**config.mk**
```make
export PLATFORM = sky130hd
export DESIGN_NAME = char_class_stable_partition_top
export DESIGN_NICKNAME = d
export VERILOG_FILES = /design/src/csp_pkg.sv /design/src/csp_store.sv /design/src/csp_ctrl.sv /design/src/char_class_stable_partition_top.sv
export SDC_FILE = /design/constraint.sdc
export NUM_CORES = 2
export LEC_CHECK = 0
export BUFFER_PORTS_ARGS = -buffer_cell sky130_fd_sc_hd__buf_2
export CORE_MARGIN = 4
export CORE_UTILIZATION = 46
export DETAILED_ROUTE_END_ITERATION = 16
export REMOVE_ABC_BUFFERS = 1
export SLEW_MARGIN = 40
export SYNTH_ARGS = -nofsm -noshare
export SYNTH_HDL_FRONTEND = slang
export SYNTH_SLANG_ARGS = --single-unit
```
**constraint.sdc**
```tcl
create_clock -name clk -period 4.8 [get_ports clk]
set_input_delay 0.72 -clock clk [delete_from_list [all_inputs] [get_ports clk]]
set_output_delay 0.72 -clock clk [all_outputs]
set_load 0.01 [all_outputs]
```
**src/csp_pkg.sv**
```systemverilog
package csp_pkg;

  typedef struct packed {
    logic [7:0] in_char;
    logic       in_last;
  } in_item_t;

  typedef struct packed {
    logic [7:0] out_char;
    logic       out_last;
    logic       overflow;
  } out_item_t;

  // bucket codes, also the upper address bits of the store
  localparam logic [1:0] CLS_DIGIT  = 2'd0;
  localparam logic [1:0] CLS_LETTER = 2'd1;
  localparam logic [1:0] CLS_OTHER  = 2'd2;

  localparam logic [7:0] CH_0    = 8'h30;
  localparam logic [7:0] CH_9    = 8'h39;
  localparam logic [7:0] CH_LC_A = 8'h61;
  localparam logic [7:0] CH_LC_Z = 8'h7a;
  localparam logic [7:0] CH_UC_A = 8'h41;
  localparam logic [7:0] CH_UC_Z = 8'h5a;

  typedef struct packed {
    logic       we;
    logic       re;
    logic [1:0] bucket;
  } mem_ctl_t;

  function automatic logic [1:0] classify(input logic [7:0] c);
    logic [1:0] cls;
    if (c >= CH_0 && c <= CH_9) begin
      cls = CLS_DIGIT;
    end else if ((c >= CH_LC_A && c <= CH_LC_Z) || (c >= CH_UC_A && c <= CH_UC_Z)) begin
      cls = CLS_LETTER;
    end else begin
      cls = CLS_OTHER;
    end
    return cls;
  endfunction

endpackage

```
**src/csp_store.sv**
```systemverilog
module csp_store #(
  parameter int IDX_W = 6
) (
  input  logic              clk,
  input  csp_pkg::mem_ctl_t ctl,
  input  logic [IDX_W-1:0]  idx,
  input  logic [7:0]        wdata,
  output logic [7:0]        rdata
);

  localparam int DEPTH = 3 * (1 << IDX_W);

  logic [7:0]       mem [0:DEPTH-1];
  logic [IDX_W+1:0] addr;

  assign addr = {ctl.bucket, idx};

  always_ff @(posedge clk) begin
    if (ctl.we) begin
      mem[addr] <= wdata;
    end
  end

  always_ff @(posedge clk) begin
    if (ctl.re) begin
      rdata <= mem[addr];
    end
  end

endmodule

```
**src/csp_ctrl.sv**
```systemverilog
module csp_ctrl #(
  parameter int MAX_LEN = 64,
  parameter int IDX_W   = 6,
  parameter int CNT_W   = 7
) (
  input  logic               clk,
  input  logic               rst,
  input  logic               byte_valid,
  output logic               byte_stall,
  input  csp_pkg::in_item_t  byte_item,
  output logic               res_valid,
  input  logic               res_stall,
  output csp_pkg::out_item_t res_item,
  output csp_pkg::mem_ctl_t  mem_ctl,
  output logic [IDX_W-1:0]   mem_idx,
  input  logic [7:0]         mem_rdata
);

  typedef enum logic [2:0] {
    ST_LOAD = 3'b001,
    ST_READ = 3'b010,
    ST_SHOW = 3'b100
  } state_t;

  state_t           state;
  logic [CNT_W-1:0] dcnt, lcnt, ocnt;
  logic [CNT_W-1:0] dcnt_next, lcnt_next, ocnt_next;
  logic             ovf;
  logic [1:0]       rd_bucket;
  logic [IDX_W-1:0] rd_idx;
  logic             last_r;

  logic             in_acc, out_acc, room;
  logic [1:0]       cls;
  logic [CNT_W+1:0] total;
  logic [CNT_W-1:0] cls_cnt, cur_cnt, idx_inc;
  logic             at_end, nb_ok;
  logic [1:0]       nb, start_bucket;

  assign in_acc  = byte_valid && !byte_stall;
  assign out_acc = res_valid && !res_stall;
  assign byte_stall = (state != ST_LOAD);
  assign res_valid  = (state == ST_SHOW);

  assign cls   = csp_pkg::classify(byte_item.in_char);
  assign total = (CNT_W+2)'(dcnt) + (CNT_W+2)'(lcnt) + (CNT_W+2)'(ocnt);
  assign room  = total < (CNT_W+2)'(MAX_LEN);

  always_comb begin
    dcnt_next = dcnt;
    lcnt_next = lcnt;
    ocnt_next = ocnt;
    cls_cnt   = ocnt;
    case (cls)
      csp_pkg::CLS_DIGIT:  cls_cnt = dcnt;
      csp_pkg::CLS_LETTER: cls_cnt = lcnt;
      default:             cls_cnt = ocnt;
    endcase
    if (room) begin
      case (cls)
        csp_pkg::CLS_DIGIT:  dcnt_next = dcnt + 1'b1;
        csp_pkg::CLS_LETTER: lcnt_next = lcnt + 1'b1;
        default:             ocnt_next = ocnt + 1'b1;
      endcase
    end
  end

  // first non-empty bucket once the last byte is in
  always_comb begin
    if (dcnt_next != '0) begin
      start_bucket = csp_pkg::CLS_DIGIT;
    end else if (lcnt_next != '0) begin
      start_bucket = csp_pkg::CLS_LETTER;
    end else begin
      start_bucket = csp_pkg::CLS_OTHER;
    end
  end

  // drain walk: end of current bucket and the next non-empty one
  always_comb begin
    nb_ok = 1'b0;
    nb    = csp_pkg::CLS_OTHER;
    case (rd_bucket)
      csp_pkg::CLS_DIGIT: begin
        cur_cnt = dcnt;
        if (lcnt != '0) begin
          nb_ok = 1'b1;
          nb    = csp_pkg::CLS_LETTER;
        end else if (ocnt != '0) begin
          nb_ok = 1'b1;
          nb    = csp_pkg::CLS_OTHER;
        end
      end
      csp_pkg::CLS_LETTER: begin
        cur_cnt = lcnt;
        if (ocnt != '0) begin
          nb_ok = 1'b1;
          nb    = csp_pkg::CLS_OTHER;
        end
      end
      default: cur_cnt = ocnt;
    endcase
  end

  assign idx_inc = CNT_W'(rd_idx) + 1'b1;
  assign at_end  = (idx_inc == cur_cnt);

  always_comb begin
    mem_ctl.we     = 1'b0;
    mem_ctl.re     = 1'b0;
    mem_ctl.bucket = rd_bucket;
    mem_idx        = rd_idx;
    if (state == ST_LOAD) begin
      mem_ctl.we     = in_acc && room;
      mem_ctl.bucket = cls;
      mem_idx        = IDX_W'(cls_cnt);
    end else if (state == ST_READ) begin
      mem_ctl.re = 1'b1;
    end
  end

  assign res_item.out_char = mem_rdata;
  assign res_item.out_last = last_r;
  assign res_item.overflow = ovf;

  always_ff @(posedge clk) begin
    if (rst) begin
      state     <= ST_LOAD;
      dcnt      <= '0;
      lcnt      <= '0;
      ocnt      <= '0;
      ovf       <= 1'b0;
      rd_bucket <= csp_pkg::CLS_DIGIT;
      rd_idx    <= '0;
      last_r    <= 1'b0;
    end else begin
      case (state)
        ST_LOAD: begin
          if (in_acc) begin
            dcnt <= dcnt_next;
            lcnt <= lcnt_next;
            ocnt <= ocnt_next;
            if (!room) begin
              ovf <= 1'b1;
            end
            if (byte_item.in_last) begin
              rd_bucket <= start_bucket;
              rd_idx    <= '0;
              state     <= ST_READ;
            end
          end
        end
        ST_READ: begin
          // address already issued; step to the following entry
          last_r <= at_end && !nb_ok;
          if (at_end) begin
            rd_bucket <= nb;
            rd_idx    <= '0;
          end else begin
            rd_idx <= rd_idx + 1'b1;
          end
          state <= ST_SHOW;
        end
        ST_SHOW: begin
          if (out_acc) begin
            if (last_r) begin
              dcnt      <= '0;
              lcnt      <= '0;
              ocnt      <= '0;
              ovf       <= 1'b0;
              rd_bucket <= csp_pkg::CLS_DIGIT;
              rd_idx    <= '0;
              state     <= ST_LOAD;
            end else begin
              state <= ST_READ;
            end
          end
        end
        default: state <= ST_LOAD;
      endcase
    end
  end

endmodule

```
**src/char_class_stable_partition_top.sv**
```systemverilog
// channel | dir | handshake               | payload
// byte    | in  | byte_valid / byte_stall  | csp_pkg::in_item_t  (in_char, in_last)
// res     | out | res_valid  / res_stall   | csp_pkg::out_item_t (out_char, out_last, overflow)
//
// Loading takes one item per cycle; each byte that fits goes into a single store RAM.
// The item marked last starts a drain: every result takes a read state of the RAM
// and then a show state, where it waits until it is taken with res_stall low.
// Inputs are stalled for the whole drain, also while res_stall is held high.
// rst is synchronous and clears counts, overflow and state; the RAM needs no clearing.
// A stalled result holds in the RAM read register until taken.
module char_class_stable_partition_top #(
  parameter int MAX_LEN = 64
) (
  input  logic               clk,
  input  logic               rst,
  input  logic               byte_valid,
  output logic               byte_stall,
  input  csp_pkg::in_item_t  byte_item,
  output logic               res_valid,
  input  logic               res_stall,
  output csp_pkg::out_item_t res_item
);

  localparam int IDX_W = (MAX_LEN > 1) ? $clog2(MAX_LEN) : 1;
  localparam int CNT_W = $clog2(MAX_LEN + 1);

  csp_pkg::mem_ctl_t mem_ctl;
  logic [IDX_W-1:0]  mem_idx;
  logic [7:0]        mem_rdata;

  csp_ctrl #(
    .MAX_LEN(MAX_LEN),
    .IDX_W  (IDX_W),
    .CNT_W  (CNT_W)
  ) u_ctrl (
    .clk       (clk),
    .rst       (rst),
    .byte_valid(byte_valid),
    .byte_stall(byte_stall),
    .byte_item (byte_item),
    .res_valid (res_valid),
    .res_stall (res_stall),
    .res_item  (res_item),
    .mem_ctl   (mem_ctl),
    .mem_idx   (mem_idx),
    .mem_rdata (mem_rdata)
  );

  csp_store #(
    .IDX_W(IDX_W)
  ) u_store (
    .clk  (clk),
    .ctl  (mem_ctl),
    .idx  (mem_idx),
    .wdata(byte_item.in_char),
    .rdata(mem_rdata)
  );

  // no byte is taken while a result is on offer
  a_no_load_in_drain: assert property (@(posedge clk) disable iff (rst)
    res_valid |-> byte_stall)
    else $error("byte input open during drain");

  // after the final result goes out, the output goes quiet and the input reopens
  a_last_ends_drain: assert property (@(posedge clk) disable iff (rst)
    res_valid && !res_stall && res_item.out_last |=> !res_valid && !byte_stall)
    else $error("drain did not end after last item");

  // input reopens only after the final result was taken
  a_reopen_after_last: assert property (@(posedge clk) disable iff (rst)
    $fell(byte_stall) && !$past(rst) |->
      $past(res_valid && !res_stall && res_item.out_last))
    else $error("input reopened before drain finished");

endmodule

```
### Word level (Yosys, flattened, before mapping)

Memories as Yosys holds them, arrays and structs flattened. A register that Yosys moved wholly into a read port is not among the register bits.
Index checks and enable logic that the tools add are counted.

* register bits after elaboration: 34
* bits in writable memories: 1536
* input bits: 13
* logic and storage cells: 118
* memories: 1

Memories
* u_store.mem: words 192, bits a word 8, rd ports 1, clocked after memory_dff 1, wr ports 1, line csp_store.sv:13 `logic [7:0] mem [0:DEPTH-1];`

* add/subtract/negate cells: 7
* $lt $le $gt $ge: 7
* eq/ne operators: 15
* mux-type cells: 54
* reductions and logical operators: 26

Operators by type and width (number)
* $mux 7: 11
* $pmux 7 s2: 4
* $mux 6: 6
* $reduce_bool 7->1: 4
* $mux 2: 13
* $add 7x1->7 const B: 3
* $pmux 6 s3: 1
* $ge 8x7->1 const B: 2
* $le 8x7->1 const B: 2
* $pmux 6 s2: 1
* $reduce_and 6->1: 2
* $mux 1: 11
* $ne 2x2->1 const B: 5
* $reduce_and 5->1: 2
* $add 8x7->9: 1
* $lt 9x7->1 const B: 1
* $mux 3: 3
* $pmux 3 s3: 1
* $add 7x7->8: 1
* $ge 8x6->1 const B: 1
* $le 8x6->1 const B: 1
* $add 6x1->7 const B: 1
* $eq 7x7->1: 1
* $logic_and 1x1->1: 7
* other kinds (17): 24

### Logic depth before layout (Yosys ltp)

* word-level depth: 14
* gate-level depth with buffers: 20

### By module

Synthesis repeated with hierarchy kept, for this count alone.

* cells, all modules: 3194
* area, all modules: 62795.2 sq um

By module, submodules not included
* csp_store: times used 1, cells an instance 2793, area an instance 59727.3 sq um, sequential area each 46364.5 sq um
* csp_ctrl: times used 1, cells an instance 401, area an instance 3067.9 sq um, sequential area each 680.7 sq um

### Worst setup path after synthesis

Ideal clock, no wire load.

* path type: input-to-reg
* start point: in byte_item[3] (netlist bit)
* end point: reg u_store.rdata[4], read port of u_store.mem, data pin
* arrival time: 3868 ps
* required time: 4521 ps
* setup slack: 653 ps
* cell stages on the path: 18
* buffers on the path: 4
* cells stage by stage: nor4_4 a21oi_2 nand2_1 buf_2 inv_1 ha_1 nor2_1 nor2_1 a211oi_4 buf_4 buf_6 buf_2 mux2i_1 o22ai_1 a21oi_1 o22ai_1 o41ai_1 o2111ai_1

* cells in the longest elaborated chain, start to end: 8

RTL lines
* start: declaration: line char_class_stable_partition_top.sv:18 `input csp_pkg::in_item_t byte_item,`
* $ge 8x7->1 / $le 8x7->1 (equally long branches): line csp_pkg.sv:36 `end else if ((c >= CH_LC_A && c <= CH_LC_Z) || (c >= CH_UC_A && c <= CH_UC_Z)) begin`
* $logic_and 1x1->1: line csp_pkg.sv:36
* $logic_or 1x1->1: line csp_pkg.sv:36
* $mux 2: line csp_pkg.sv:36
* $mux 2 *: line csp_pkg.sv:34 `if (c >= CH_0 && c <= CH_9) begin`
* $eq 2x1->1 / $logic_not 2->1 (equally long branches): line csp_ctrl.sv:54 `case (cls)`
* $pmux 6 s2: line csp_ctrl.sv:54
* $mux 6: line csp_ctrl.sv:113 `if (state == ST_LOAD) begin`
* end: declaration: line csp_store.sv:8 `output logic [7:0] rdata`

Mark *: on every way between the ends. The rest lies on a longest branch, timed or not.
A chain may end at the register's enable or synchronous reset.

### Worst setup path after layout

* start point: in byte_item[4] (netlist bit)
* end point: reg u_store.rdata[2], read port of u_store.mem, data pin

Same word-level chain as after synthesis.

==> results by group <==
Run status
  • Status: finished, final reports clean

Floorplanning
  • Placement Rows: about 140
  • Core area: 0.138 sq mm
  • Count of boundary I/O pins: 25
  • Die width: around 380 um
  • Die extent in y: approximately 380 um
  • Initial cell density of the core: 0.465
  • Die area: 0.146 sq mm

Cells and area
  • Fin util: 0.554
  • Nets: 5039
  • Area Overhead vs Synth: 19.0%
  • Fraction of layout cells with a size suffix above 1: 0.202
  • Fillers: 11100
  • Multi-input logic area: 0.0158 sq mm
  • Area occupied by registers: between 0.04 and 0.05 sq mm

Critical path
  • R2R setup slack: 0.43 ns
  • Kind of critical path: in -> reg
  • Critical Path End Type: register
  • Crit start category: input pin
  • Crit path DAT: around 5.0 ns
  • Critical Path Fanout Max: 28
  • Critical Path RT: ~5.3 ns

Placed design
  • GP Congestion: ~0.95
  • HPWL after DPL: around 140000 um
  • Input/output buffers: 24

Route
  • WL final: 216000 um
  • 1st-iter DRT viols: 6371
  • First-pass DRT Iterations: 6
  • Met2 WL: between 90000 and 100000 um
  • Post-route DRC: 0
  • WL per Instance: slightly above 30 um
  • Routed vias/inst: 6.15
  • Routed wl met3: approximately 26000 um
  • Top sig layer: met5
  • Wl on met1: just over 80000 um
  • Vias post-DR: 43100
  • Number of routed nets with antenna violations: 0

Synth
  • Ranking of synthesized cells by area: edfxtp_1 72%, nand2_1 5.1%, mux2i_1 4.4%, nand3_1 2.3%, mux4_2 1.9%
  • Synth top area share: 0.722
  • Top cells by count, synth: 1544 x edfxtp_1, 874 x nand2_1, 296 x nand3_1, 284 x mux2i_1, 279 x nor2_1
  • Cell with the most instances after synthesis: edfxtp_1
  • Seq/Total Area, Yosys: 0.733
  • Ys async rst share: 0
  • Synthesized flop and latch total: between 1500 and 2000
  • Syn Inst Count: around 4500
  • Syn_area_per_cell: between 10 and 15 sq um
  • Number of synthesized flops with an enable pin: roughly 1500
  • Yosys cell types: 90
  • Mapped cell area: roughly 0.064 sq mm
  • Most used DFF post-synth: edfxtp_1
  • Post-synth top area cell: edfxtp_1
  • YS warnings: 0

Timing
  • Max Freq: 0.224 GHz
  • RSZ-0062 raised after global routing: no
  • Final Slew Violations: 0
  • Final setup fails: 0
  • Clock Skew: 0.0493 ns
  • Relative max-transition margin: 0.351
  • Final min period: about 4.5 ns
  • Hold Slack: 0.158 ns
  • Final hold violations: 0
  • Final Cycle Share: 0.928
  • Slew @ Worst Pin: approximately 0.97 ns

GRT
  • Largest net degree at the start of global routing: 179
  • Number of global-route vias before repair: between 40000 and 50000
  • GRT Total Usage: 0.292
  • GR Overflow Total: 0
  • Initial antenna violation count: 5
  • First-pass GRT wire length: between 300000 and 400000 um

Power
  • Pleak: around 0.027 uW
  • PwrDens: around 410 mW/mm^2
  • Max VDD drop: approximately 0.30 mV
  • Total Power: a little over 30000 uW

CTS
  • Gates resized, CTS repair: 0
  • Clock Sinks: ~1600
  • # H-tree levels: 4
  • Skew-Pair Late Insertion Delay: between 0.8 and 0.9 ns
  • Clock Tree Buf Depth: 3
  • Postcts setup bufs: 0
  • CTS tree: done
  • Num CTS Buffers: between 150 and 200
  • Worst-path clk slew: 0.06 ns
  • Hold_buf cts: 0
  • Clock root cell: clkbuf_16

Flow run
  • Max-cap viol count: 0

Hold path
  • Min-Delay Path Class: in -> reg
[sequential cells by signal, summed over array words and instances, names as in the netlist]
| name | cells |
|---|---|
| u_store.mem | 1536 |
| u_store.rdata | 8 |
| u_ctrl.dcnt | 7 |
| u_ctrl.lcnt | 7 |
| u_ctrl.ocnt | 7 |
| u_ctrl.rd_idx | 6 |
| u_ctrl.state | 3 |
| u_ctrl.rd_bucket | 2 |
| u_ctrl.last_r | 1 |
| u_ctrl.ovf | 1 |
[path summary, 6_finish.rpt]
path,startpoint,endpoint,depth (start not counted)
max,byte_item[4],u_store.rdata[2],20
min,res_stall,u_ctrl.state[1],2
max reg2reg,u_ctrl.dcnt[2],u_store.mem[97][7],12
min reg2reg,u_ctrl.ovf,u_ctrl.ovf,2
[cells by family (layout without fill, tap and decap cells)]
| family | Yosys count | in the layout | synth area share |
|---|---|---|---|
| compound gates | 568 | 568 | 0.0626 |
| fa+ha+maj | 20 | 20 | 0.00460 |
| xor+xnor | 21 | 21 | 0.00286 |
| mux | 341 | 341 | 0.0639 |
| other cells | 0 | 1 | 0 |
| simple gates | 1611 | 1611 | 0.107 |
| buf+inv | 329 | 998 | 0.0261 |
| flops | 1578 | 1578 | 0.733 |
[routing by layer]
metal,vias up,GRT usage
met2,2823,0.439
met4,4,0.123
met1,21600,0.403
met3,509,0.0794
met5,-,0
li1,18100,-
[critical path, cell delays in order]
cell and delay (ns):
buf_6 0.12, nor4_4 0.29, a21oi_2 0.10, nand2_1 0.17, buf_12 0.15, inv_1 0.06
ha_1 0.17, nor2_1 0.21, nor2_4 0.06, a211oi_4 0.33, buf_12 0.24, buf_12 0.17
buf_12 0.22, buf_4 0.20, mux2i_1 0.24, o22ai_1 0.09, o21ai_0 0.41, nand4_1 0.37
a211oi_1 0.49, o2111ai_1 0.14
[placed cells by master, fill, tap and decap left out, types with 62 or more instances in the layout]
cell type  count
o22ai_1       69
nor2_1       228
a32oi_1       62
edfxtp_1    1544
nand2_1      874
nand3_1      292
mux2i_1      284
buf_12        80
clkbuf_16    162
buf_4        558
a21oi_1      123
[where the power goes]
part / total (uW) / leakage, uW / switching, uW / internal, uW
sequential: 15200 / 0.0142 / 19.9 / 15200
clock: 12100 / 0.00246 / 5410 / 6730
combinational: 3700 / 0.0105 / 2420 / 1280
[final cells by class]
type,instances,area share
clock inverter,92,0.0107
tap,1863,0.0305
clock buffer,202,0.0553
multi-input combinational,2561,0.206
inverter,34,0.00167
antenna,1,0.0000327
timing repair buffer,670,0.0798
sequential,1578,0.616
[per-stage QoR]
stage               TNS [ns]  setup WS (ns)  cell area (sq um)  instances
global route               0          0.118              76400       7000
global placement       -2.70         -0.712              71100       6703
finish                     0          0.345              76400       7001
floorplan                  -         -18.41              62700       4173
detailed placement     -2.34         -0.442              71300       6705
CTS                        0          0.410              76300       6999
Note: power is estimated with default switching activity, not from simulation.
